## config.mk

```make
export PLATFORM = sky130hd
export DESIGN_NAME = nearest_timestamp_trigger_matcher
export DESIGN_NICKNAME = d
export VERILOG_FILES = /design/src/rtl/ntm_pkg.sv /design/src/rtl/nearest_timestamp_trigger_matcher.sv /design/src/rtl/ntm_table.sv /design/src/rtl/ntm_absdiff.sv /design/src/rtl/ntm_ctrl.sv
export SDC_FILE = /design/constraint.sdc
export NUM_CORES = 2
export LEC_CHECK = 0
export BUFFER_PORTS_ARGS = -buffer_cell sky130_fd_sc_hd__buf_4
export CAP_MARGIN = 10
export CORE_AREA = 3 3 424 636
export CTS_CLUSTER_DIAMETER = 40
export DETAILED_ROUTE_END_ITERATION = 7
export DIE_AREA = 0 0 427 639
export GPL_TIMING_DRIVEN = 0
export PLACE_DENSITY_LB_ADDON = 0.1
export SLEW_MARGIN = 20
export SYNTH_ARGS = -nofsm -noshare
export SYNTH_HDL_FRONTEND = slang
export SYNTH_HIERARCHICAL = 1
export SYNTH_SLANG_ARGS = --single-unit
```

## constraint.sdc

```tcl
create_clock -name aclk -period 44.7 [get_ports aclk]
set_input_delay 2.235 -clock aclk [delete_from_list [all_inputs] [get_ports aclk]]
set_output_delay 2.235 -clock aclk [all_outputs]
set_load 0.02 [all_outputs]
```

## src/rtl/ntm_pkg.sv

```systemverilog
// ----------------------------------------------------------------------------
// ntm_pkg: shared types and constants for the trigger matcher
// Item structs, table entry layout, action codes and table sizing.
// ----------------------------------------------------------------------------
package ntm_pkg;

    // Number of trigger entries the pending table holds
    localparam int TRIGGER_DEPTH = 16;
    // Counter width: holds 0 .. TRIGGER_DEPTH
    localparam int CNT_W = $clog2(TRIGGER_DEPTH + 1);
    // Index width: addresses 0 .. TRIGGER_DEPTH-1
    localparam int IDX_W = (TRIGGER_DEPTH > 1) ? $clog2(TRIGGER_DEPTH) : 1;

    // Action codes
    localparam logic [1:0] ACT_TRIGGER = 2'd0;
    localparam logic [1:0] ACT_FRAME   = 2'd1;
    localparam logic [1:0] ACT_RESTART = 2'd2;

    typedef struct packed {
        logic [1:0]  action;
        logic [31:0] trig_seq_no;
        logic [63:0] trigger_mcu_us;
        logic [63:0] trigger_host_us;
        logic [63:0] frame_host_us;
        logic [15:0] frame_width;
        logic [15:0] frame_height;
    } in_item_t;

    typedef struct packed {
        logic [1:0]  slot;
        logic [31:0] matched_seq;
        logic [63:0] matched_mcu_us;
        logic [63:0] matched_host_us;
        logic [63:0] paired_frame_us;
        logic [63:0] paired_frame_number;
        logic [15:0] paired_width;
        logic [15:0] paired_height;
        logic [31:0] trigger_overflows;
    } out_item_t;

    // One pending trigger
    typedef struct packed {
        logic [31:0] seq;
        logic [63:0] mcu_us;
        logic [63:0] host_us;
    } entry_t;

    // Table write port
    typedef struct packed {
        logic             we;
        logic [IDX_W-1:0] addr;
        entry_t           data;
    } tbl_wr_t;

    // Distance unit result
    typedef struct packed {
        logic             valid;
        logic [IDX_W-1:0] idx;
        logic [63:0]      delta;
        entry_t           entry;
    } dist_t;

endpackage

```

## src/rtl/nearest_timestamp_trigger_matcher.sv

```systemverilog
// ----------------------------------------------------------------------------
// nearest_timestamp_trigger_matcher: pairs frames with the nearest trigger
//
// Input words (s_valid/s_ready, s_data) carry a trigger, a frame or a
// restart. Triggers go into a table of TRIGGER_DEPTH entries in arrival
// order; a trigger that finds the table full is dropped and counted.
// A frame with pending triggers is matched to the entry whose host time is
// closest (oldest wins a tie); the record leaves on m_valid/m_ready.
// Triggers, restarts and frames that find the table empty are handled in
// the idle state. A frame with pending entries is walked through the shared
// distance unit (one table read per cycle, two register stages), the record
// is loaded, and the gap is closed one table word per cycle over the single
// read and write port.
// s_ready is low while a frame is in progress. If the receiver stalls,
// the record is held and the next matched frame waits before its record
// is loaded. Synchronous active-low reset empties the table and clears
// both counters and the slot register (cfg_we/cfg_wdata).
// ----------------------------------------------------------------------------
module nearest_timestamp_trigger_matcher
    import ntm_pkg::*;
(
    input  logic       aclk,
    input  logic       aresetn,
    input  logic       s_valid,
    output logic       s_ready,
    input  in_item_t   s_data,
    output logic       m_valid,
    input  logic       m_ready,
    output out_item_t  m_data,
    input  logic       cfg_we,
    input  logic [1:0] cfg_wdata
);

    tbl_wr_t          tbl_wr;
    logic [IDX_W-1:0] tbl_raddr;
    entry_t           tbl_rdata;
    logic             rd_valid;
    logic [IDX_W-1:0] rd_idx;
    logic [63:0]      frame_us;
    dist_t            dist_res;

    ntm_ctrl u_ctrl (
        .aclk      (aclk),
        .aresetn   (aresetn),
        .s_valid   (s_valid),
        .s_ready   (s_ready),
        .s_data    (s_data),
        .m_valid   (m_valid),
        .m_ready   (m_ready),
        .m_data    (m_data),
        .cfg_we    (cfg_we),
        .cfg_wdata (cfg_wdata),
        .tbl_wr    (tbl_wr),
        .tbl_raddr (tbl_raddr),
        .tbl_rdata (tbl_rdata),
        .rd_valid  (rd_valid),
        .rd_idx    (rd_idx),
        .frame_us  (frame_us),
        .dist_in   (dist_res)
    );

    ntm_table u_table (
        .aclk  (aclk),
        .wr    (tbl_wr),
        .raddr (tbl_raddr),
        .rdata (tbl_rdata)
    );

    ntm_absdiff u_absdiff (
        .aclk     (aclk),
        .aresetn  (aresetn),
        .in_valid (rd_valid),
        .in_idx   (rd_idx),
        .in_entry (tbl_rdata),
        .ref_us   (frame_us),
        .result   (dist_res)
    );

endmodule

```

## src/rtl/ntm_table.sv

```systemverilog
// ----------------------------------------------------------------------------
// ntm_table: pending trigger table
// One write port, one read port with registered read data.
// ----------------------------------------------------------------------------
module ntm_table
    import ntm_pkg::*;
(
    input  logic             aclk,
    input  tbl_wr_t          wr,
    input  logic [IDX_W-1:0] raddr,
    output entry_t           rdata
);

    entry_t mem [TRIGGER_DEPTH];
    entry_t rdata_reg;

    // write port
    always_ff @(posedge aclk) begin
        if (wr.we) begin
            mem[wr.addr] <= wr.data;
        end
    end

    // registered read port
    always_ff @(posedge aclk) begin
        rdata_reg <= mem[raddr];
    end

    assign rdata = rdata_reg;

endmodule

```

## src/rtl/ntm_absdiff.sv

```systemverilog
// ----------------------------------------------------------------------------
// ntm_absdiff: shared distance unit
// Absolute difference of an entry's host time and the frame time, registered,
// with the entry and its index carried alongside.
// ----------------------------------------------------------------------------
module ntm_absdiff
    import ntm_pkg::*;
(
    input  logic             aclk,
    input  logic             aresetn,
    input  logic             in_valid,
    input  logic [IDX_W-1:0] in_idx,
    input  entry_t           in_entry,
    input  logic [63:0]      ref_us,
    output dist_t            result
);

    logic [64:0] diff_ab;
    logic [63:0] diff_ba;
    logic [63:0] dist_next;
    dist_t       result_reg;

    // both subtractions in parallel, borrow picks the positive one
    always_comb begin
        diff_ab   = {1'b0, in_entry.host_us} - {1'b0, ref_us};
        diff_ba   = ref_us - in_entry.host_us;
        dist_next = diff_ab[64] ? diff_ba : diff_ab[63:0];
    end

    always_ff @(posedge aclk) begin
        if (!aresetn) begin
            result_reg.valid <= 1'b0;
        end else begin
            result_reg.valid <= in_valid;
        end
        result_reg.idx   <= in_idx;
        result_reg.delta <= dist_next;
        result_reg.entry <= in_entry;
    end

    assign result = result_reg;

endmodule

```

## src/rtl/ntm_ctrl.sv

```systemverilog
// ----------------------------------------------------------------------------
// ntm_ctrl: matcher sequencer
// Accepts words, keeps counters, walks the table through the distance unit,
// emits the record and closes the gap left by the matched entry.
// ----------------------------------------------------------------------------
module ntm_ctrl
    import ntm_pkg::*;
(
    input  logic             aclk,
    input  logic             aresetn,
    input  logic             s_valid,
    output logic             s_ready,
    input  in_item_t         s_data,
    output logic             m_valid,
    input  logic             m_ready,
    output out_item_t        m_data,
    input  logic             cfg_we,
    input  logic [1:0]       cfg_wdata,
    output tbl_wr_t          tbl_wr,
    output logic [IDX_W-1:0] tbl_raddr,
    input  entry_t           tbl_rdata,
    output logic             rd_valid,
    output logic [IDX_W-1:0] rd_idx,
    output logic [63:0]      frame_us,
    input  dist_t            dist_in
);

    typedef enum logic [1:0] {
        ST_IDLE,
        ST_SCAN,
        ST_FINISH,
        ST_SHIFT
    } state_t;

    state_t           state_reg,     state_next;
    logic [CNT_W-1:0] count_reg,     count_next;
    logic [63:0]      frame_cnt_reg, frame_cnt_next;
    logic [31:0]      ovf_reg,       ovf_next;
    logic [1:0]       slot_reg,      slot_next;
    logic [CNT_W-1:0] scan_idx_reg,  scan_idx_next;
    logic             p1_valid_reg,  p1_valid_next;
    logic [IDX_W-1:0] p1_idx_reg,    p1_idx_next;
    logic [CNT_W-1:0] shift_rd_reg,  shift_rd_next;
    logic             sh_pend_reg,   sh_pend_next;
    logic [IDX_W-1:0] sh_waddr_reg,  sh_waddr_next;
    logic             m_valid_reg,   m_valid_next;

    in_item_t         item_reg,      item_next;
    logic [63:0]      fnum_reg,      fnum_next;
    logic [IDX_W-1:0] best_idx_reg,  best_idx_next;
    logic [63:0]      best_dist_reg, best_dist_next;
    entry_t           best_ent_reg,  best_ent_next;
    out_item_t        m_data_reg,    m_data_next;

    logic             accept;
    logic [CNT_W-1:0] last_idx;

    assign s_ready  = (state_reg == ST_IDLE);
    assign accept   = s_valid && s_ready;
    assign last_idx = count_reg - CNT_W'(1);

    assign m_valid  = m_valid_reg;
    assign m_data   = m_data_reg;
    assign rd_valid = p1_valid_reg;
    assign rd_idx   = p1_idx_reg;
    assign frame_us = item_reg.frame_host_us;

    // table ports: trigger insert in idle, gap close in shift
    always_comb begin
        tbl_wr.we   = 1'b0;
        tbl_wr.addr = count_reg[IDX_W-1:0];
        tbl_wr.data = '{seq:     s_data.trig_seq_no,
                        mcu_us:  s_data.trigger_mcu_us,
                        host_us: s_data.trigger_host_us};
        if (state_reg == ST_SHIFT) begin
            tbl_wr.we   = sh_pend_reg;
            tbl_wr.addr = sh_waddr_reg;
            tbl_wr.data = tbl_rdata;
        end else if (accept && s_data.action == ACT_TRIGGER &&
                     count_reg < CNT_W'(TRIGGER_DEPTH)) begin
            tbl_wr.we = 1'b1;
        end
        tbl_raddr = (state_reg == ST_SHIFT) ? shift_rd_reg[IDX_W-1:0]
                                            : scan_idx_reg[IDX_W-1:0];
    end

    // next-state logic
    always_comb begin
        state_next     = state_reg;
        count_next     = count_reg;
        frame_cnt_next = frame_cnt_reg;
        ovf_next       = ovf_reg;
        slot_next      = cfg_we ? cfg_wdata : slot_reg;
        scan_idx_next  = scan_idx_reg;
        p1_valid_next  = 1'b0;
        p1_idx_next    = p1_idx_reg;
        shift_rd_next  = shift_rd_reg;
        sh_pend_next   = 1'b0;
        sh_waddr_next  = sh_waddr_reg;
        m_valid_next   = m_valid_reg && !m_ready;
        item_next      = item_reg;
        fnum_next      = fnum_reg;
        best_idx_next  = best_idx_reg;
        best_dist_next = best_dist_reg;
        best_ent_next  = best_ent_reg;
        m_data_next    = m_data_reg;

        case (state_reg)
            ST_IDLE: begin
                if (accept) begin
                    item_next = s_data;
                    case (s_data.action)
                        ACT_TRIGGER: begin
                            if (count_reg < CNT_W'(TRIGGER_DEPTH)) begin
                                count_next = count_reg + CNT_W'(1);
                            end else if (ovf_reg != '1) begin
                                ovf_next = ovf_reg + 32'd1;
                            end
                        end
                        ACT_FRAME: begin
                            fnum_next      = frame_cnt_reg;
                            frame_cnt_next = frame_cnt_reg + 64'd1;
                            scan_idx_next  = '0;
                            if (count_reg != '0) begin
                                state_next = ST_SCAN;
                            end
                        end
                        ACT_RESTART: begin
                            count_next     = '0;
                            frame_cnt_next = '0;
                            ovf_next       = '0;
                        end
                        default: begin
                        end
                    endcase
                end
            end

            ST_SCAN: begin
                // issue reads in order
                if (scan_idx_reg < count_reg) begin
                    p1_valid_next = 1'b1;
                    p1_idx_next   = scan_idx_reg[IDX_W-1:0];
                    scan_idx_next = scan_idx_reg + CNT_W'(1);
                end
                // strict compare keeps the oldest on a tie
                if (dist_in.valid) begin
                    if (dist_in.idx == '0 || dist_in.delta < best_dist_reg) begin
                        best_idx_next  = dist_in.idx;
                        best_dist_next = dist_in.delta;
                        best_ent_next  = dist_in.entry;
                    end
                    if (CNT_W'(dist_in.idx) == last_idx) begin
                        state_next = ST_FINISH;
                    end
                end
            end

            ST_FINISH: begin
                if (!m_valid_reg || m_ready) begin
                    m_valid_next = 1'b1;
                    m_data_next  = '{slot:                slot_reg,
                                     matched_seq:         best_ent_reg.seq,
                                     matched_mcu_us:      best_ent_reg.mcu_us,
                                     matched_host_us:     best_ent_reg.host_us,
                                     paired_frame_us:     item_reg.frame_host_us,
                                     paired_frame_number: fnum_reg,
                                     paired_width:        item_reg.frame_width,
                                     paired_height:       item_reg.frame_height,
                                     trigger_overflows:   ovf_reg};
                    shift_rd_next = CNT_W'(best_idx_reg) + CNT_W'(1);
                    state_next    = ST_SHIFT;
                end
            end

            ST_SHIFT: begin
                // read entry j, write it to j-1 in the next cycle
                if (shift_rd_reg < count_reg) begin
                    sh_pend_next  = 1'b1;
                    sh_waddr_next = shift_rd_reg[IDX_W-1:0] - IDX_W'(1);
                    shift_rd_next = shift_rd_reg + CNT_W'(1);
                end else if (!sh_pend_reg) begin
                    count_next = last_idx;
                    state_next = ST_IDLE;
                end
            end

            default: begin
                state_next = ST_IDLE;
            end
        endcase
    end

    // state and registered outputs
    always_ff @(posedge aclk) begin
        if (!aresetn) begin
            state_reg     <= ST_IDLE;
            count_reg     <= '0;
            frame_cnt_reg <= '0;
            ovf_reg       <= '0;
            slot_reg      <= '0;
            scan_idx_reg  <= '0;
            p1_valid_reg  <= 1'b0;
            p1_idx_reg    <= '0;
            shift_rd_reg  <= '0;
            sh_pend_reg   <= 1'b0;
            sh_waddr_reg  <= '0;
            m_valid_reg   <= 1'b0;
        end else begin
            state_reg     <= state_next;
            count_reg     <= count_next;
            frame_cnt_reg <= frame_cnt_next;
            ovf_reg       <= ovf_next;
            slot_reg      <= slot_next;
            scan_idx_reg  <= scan_idx_next;
            p1_valid_reg  <= p1_valid_next;
            p1_idx_reg    <= p1_idx_next;
            shift_rd_reg  <= shift_rd_next;
            sh_pend_reg   <= sh_pend_next;
            sh_waddr_reg  <= sh_waddr_next;
            m_valid_reg   <= m_valid_next;
        end
        item_reg      <= item_next;
        fnum_reg      <= fnum_next;
        best_idx_reg  <= best_idx_next;
        best_dist_reg <= best_dist_next;
        best_ent_reg  <= best_ent_next;
        m_data_reg    <= m_data_next;
    end

endmodule
```

==> metrics.md <==
| Metric | Value |
|---|---|
| Outcome | `complete, no violations` |
| Min Tclk post-route | `5980 ps` |
| Worst Setup Start Kind | `flip-flop` |
| Critical path peak fanout | `10` |
| Final setup margin | `between 30000 and 40000 ps` |
| Top_reg_cell synth | `edfxtp_1` |
| GRT overflow | `0` |
| Syn Inst Count | `between 7000 and 8000` |
| Post-CTS Setup Inserts | `0` |
| Clock slew at reported path FFs | `roughly 70 ps` |
| Final Cell Area | `172000 µm²` |
| Final setup TNS | `0 ps` |
| Final period utilization | `13.4%` |
| GRT Total Usage | `27.8%` |
| Multi-input gate area | `32700 µm²` |
| Slowest stage delay, CP | `just under 700 ps` |
| IO Pins | `621` |
| Multiplexer area fraction after synthesis | `11.6%` |
| Starting Density | `54.9%` |
| Cell variety after synth | `between 100 and 150` |
| Starting DRT DRC Count | `7082` |
| Number of port buffers | `a little over 600` |
| Post-Route WL | `379000 µm` |
| Vias in the first global route | `78705` |
| Total CTS buffers | `382` |
| Hold Buf Count CTS | `0` |
| Vias per cell | `6.02` |
| Power Dens Cells | `43.5 nW/µm²` |
| Fmax | `167 MHz` |
| Worst Hold Margin | `343 ps` |
| Vias | `77248` |
| Avg Inst Size Synth | `18.8 µm²` |
| VDD IR max | `0.0000395 V` |
| Synth Area in Simple Gates | `3.34%` |
| Post-cts sizing count | `0` |
| Seq/Total Area, Yosys | `about three quarters` |
| Core ar. | `264000 µm²` |
| Number of flops mapped to enable cells by yosys | `between 3000 and 4000` |
| CP most frequent cell | `buf_4` |
| Site row count | `between 200 and 250` |
| Layout cells sized above 1 | `29.1%` |
| Min-delay worst type | `flip-flop to flip-flop` |
| Relative slew margins | `approximately 20%` |
| Worst R2R Path Depth | `18` |
| DRT antenna net count | `0` |
| Number of remaining DRC errors | `0` |
| TritonCTS clock tree | `yes` |
| Layout Cells excl Fill | `~13000` |
| Global-route wire length before repair | `545000 µm` |
| Dpl hpwl | `~270000 µm` |
| Adder-cell share of the synthesized area | `1.88%` |
| Final setup fails | `0` |
| Req. time, crit path | `~45000 ps` |
| Post-Syn Area | `around 150000 µm²` |
| DIE AREA | `273000 µm²` |
| Worst-Margin Slew | `1200 ps` |
| Syn_nets | `8197` |
| Largest family of logic cells by synthesized area | `multiplexers` |
| P&R area growth vs syn | `18.6%` |
| Worst skew pair latency | `910 ps` |
| Worst path cell trace | `ha_1 -> buf_2 -> clkbuf_1 -> clkbuf_1 -> buf_2 -> o31ai_1 -> or3b_2 -> nor3_2 -> buf_4 -> buf_6 -> buf_6 -> buf_4 -> buf_4 -> buf_4 -> buf_6 -> buf_4 -> buf_6 -> buf_4` |
| CP endpoint kind | `flip-flop` |
| Final Hold Viols | `0` |
| Worst Skew | `51.2 ps` |
| Placed Area | `159000 µm²` |
| Setup Crit Path Kind | `flip-flop to flip-flop` |
| Sequential Area | `109000 µm²` |
| DR pass1 iterations | `6` |
| Syn. warnings | `6` |
| Post-synthesis compound-gate area fraction | `under 10%` |
| XOR/XNOR share of the synthesized area | `0.820%` |
| Synth Register Bits | `3817` |
| Wire per inst | `29.5 µm` |
| RSZ-0062 raised after global routing | `false` |
| Leakage | `~60 nW` |
| Number of fill cells | `18024` |
| Die width | `427 µm` |
| Initial antenna violation count | `22` |
| Data arrival, critical path | `6560 ps` |
| Clock Root Buffer | `clkbuf_16` |
| Sink Count | `3817` |
| Clk buf depth | `4` |
| Worst hold path depth | `0` |
| Max-slew violations | `0` |
| Ys async rst share | `0%` |
| Max reg flops | `2560` |
| Placer Congestion | `roughly 0.92` |
| CTS HTree Levels | `5` |
| Final Net Count | `9477` |
| Slowest-stage cell, CP | `o31ai_1` |
| DP Worst Slack | `38030 ps` |
| Number of max-cap violations | `0` |
| Pin count of the biggest net entering global routing | `slightly above 70` |
| Die Span Y | `about 640 µm` |
| Cells after DPL | `12106` |
-- per-stage QoR --
stage | total power, mW | utilization, %
after floorplan | 4.18 | -
after global placement | 4.30 | 58.3
after detailed placement | 4.30 | 60.2
after CTS | 7.54 | 65.1
after global routing | 7.70 | 65.1
final | 7.48 | 65.1
-- cell type report --
| cell class | count | share of cell area [%] |
|---|---|---|
| clock buffer | 469 | 5.96 |
| tap | 3495 | 2.54 |
| sequential | 3817 | 63.6 |
| multi-input combinational | 3248 | 19.0 |
| antenna | 19 | 0.0276 |
| inverter | 245 | 0.538 |
| timing repair buffer | 896 | 5.47 |
| buffer | 405 | 1.30 |
| clock inverter | 242 | 1.55 |
-- report_power, final --
group          internal (mW)  total [mW]  switching, mW  leakage, nW
Combinational          0.105       0.288          0.183         17.9
Sequential              3.91        3.94         0.0259         34.1
Clock                   1.88        3.25           1.37         6.24
Total                   5.90        7.48           1.58         58.3
-- layout by cell type (no fill, tap or decap), drive strengths merged, types with 20 or more instances in the layout --
master and n:
and3 24, clkinvlp 34, a31oi 25, nand2 330, mux2i 66, nand3 72
inv 301, xor2 75, dfxtp 515, o31ai 20, clkbuf 596, a211oi 21
o221ai 32, a21oi 232, o21bai 42, or3 21, nand2b 34, clkinv 114
a221oi 30, ha 215, nor3 46, o211ai 23, nand4 86, o21ai 150
nor2 218, nor2b 60, a21o 61, a22oi 270, buf 1174, edfxtp 3302
mux4 595, bufinv 38, mux2 246, xnor2 60
-- cell usage after synthesis, drive strengths merged, types with 5 or more instances --
cell	n	area, µm²
o21bai	42	315
o31ai	20	164
nor3b	7	52.6
nand4	86	581
and4	18	163
buf	278	1700
nand2b	34	213
o2111ai	6	52.6
o21ai	150	769
o22a	10	87.6
o221ai	32	280
inv	245	920
dfxtp	515	10300
and3	24	150
a211oi	21	180
o31a	5	45.0
o22ai	7	43.8
o211ai	23	173
or4	8	68.8
or2	7	46.3
ha	215	2690
nor2	218	826
nand2	330	1240
a21oi	232	1190
mux2i	66	661
nand3	72	365
clkbuf	127	517
nand3b	5	37.5
or3	21	143
mux2	246	2770
nor3	46	246
o21a	18	135
a221oi	30	269
a21boi	11	86.3
nor2b	60	375
a21o	61	458
a31oi	25	163
o221a	5	56.3
nor4	15	136
mux4	595	13400
xnor2	60	533
a22oi	270	2030
and2	19	120
xor2	75	657
edfxtp	3302	99200
-- cells by family after synthesis --
group,after synthesis
xor gates and xnor gates,135
and+or+nand+nor,979
DFF,3817
AOI/OAI and AO/OA,1010
adders and majority gates,217
muxes,907
buffers and inverters,650
-- critical path: cells and delay by family, from the launching register on --
kind	cells	cell delay, ps
buffers and inverters	14	3390
AND/OR/NAND/NOR	2	1050
AO/OA/AOI/OAI	1	680
flip-flops	1	340
adder cells (fa/ha/maj)	1	190
-- routing by layer --
metal,up-vias,wire length (µm),GRT usage (%),part of all wire (%)
li1,33304,-,-,-
met1,40202,145000,36.5,38
met2,3083,192000,46.8,51
met3,657,24500,3.89,6.5
met4,2,17600,11.5,4.6
met5,-,13,0,0.0034
-- worst paths after layout --
kind / start / endpoint / slack [ps]
setup / recovery: u_ctrl/state_reg[0]$_SDFFE_PN0P_ / u_table/mem[0][73]$_DFFE_PP_ / 38720
hold / removal: u_table/rdata[135]$_DFF_P_ / u_absdiff/result[135]$_DFF_P_ / 340
setup reg to reg: u_ctrl/state_reg[0]$_SDFFE_PN0P_ / u_table/mem[0][73]$_DFFE_PP_ / 38720
hold reg to reg: u_table/rdata[135]$_DFF_P_ / u_absdiff/result[135]$_DFF_P_ / 340
(Power assumes the default switching activity.)
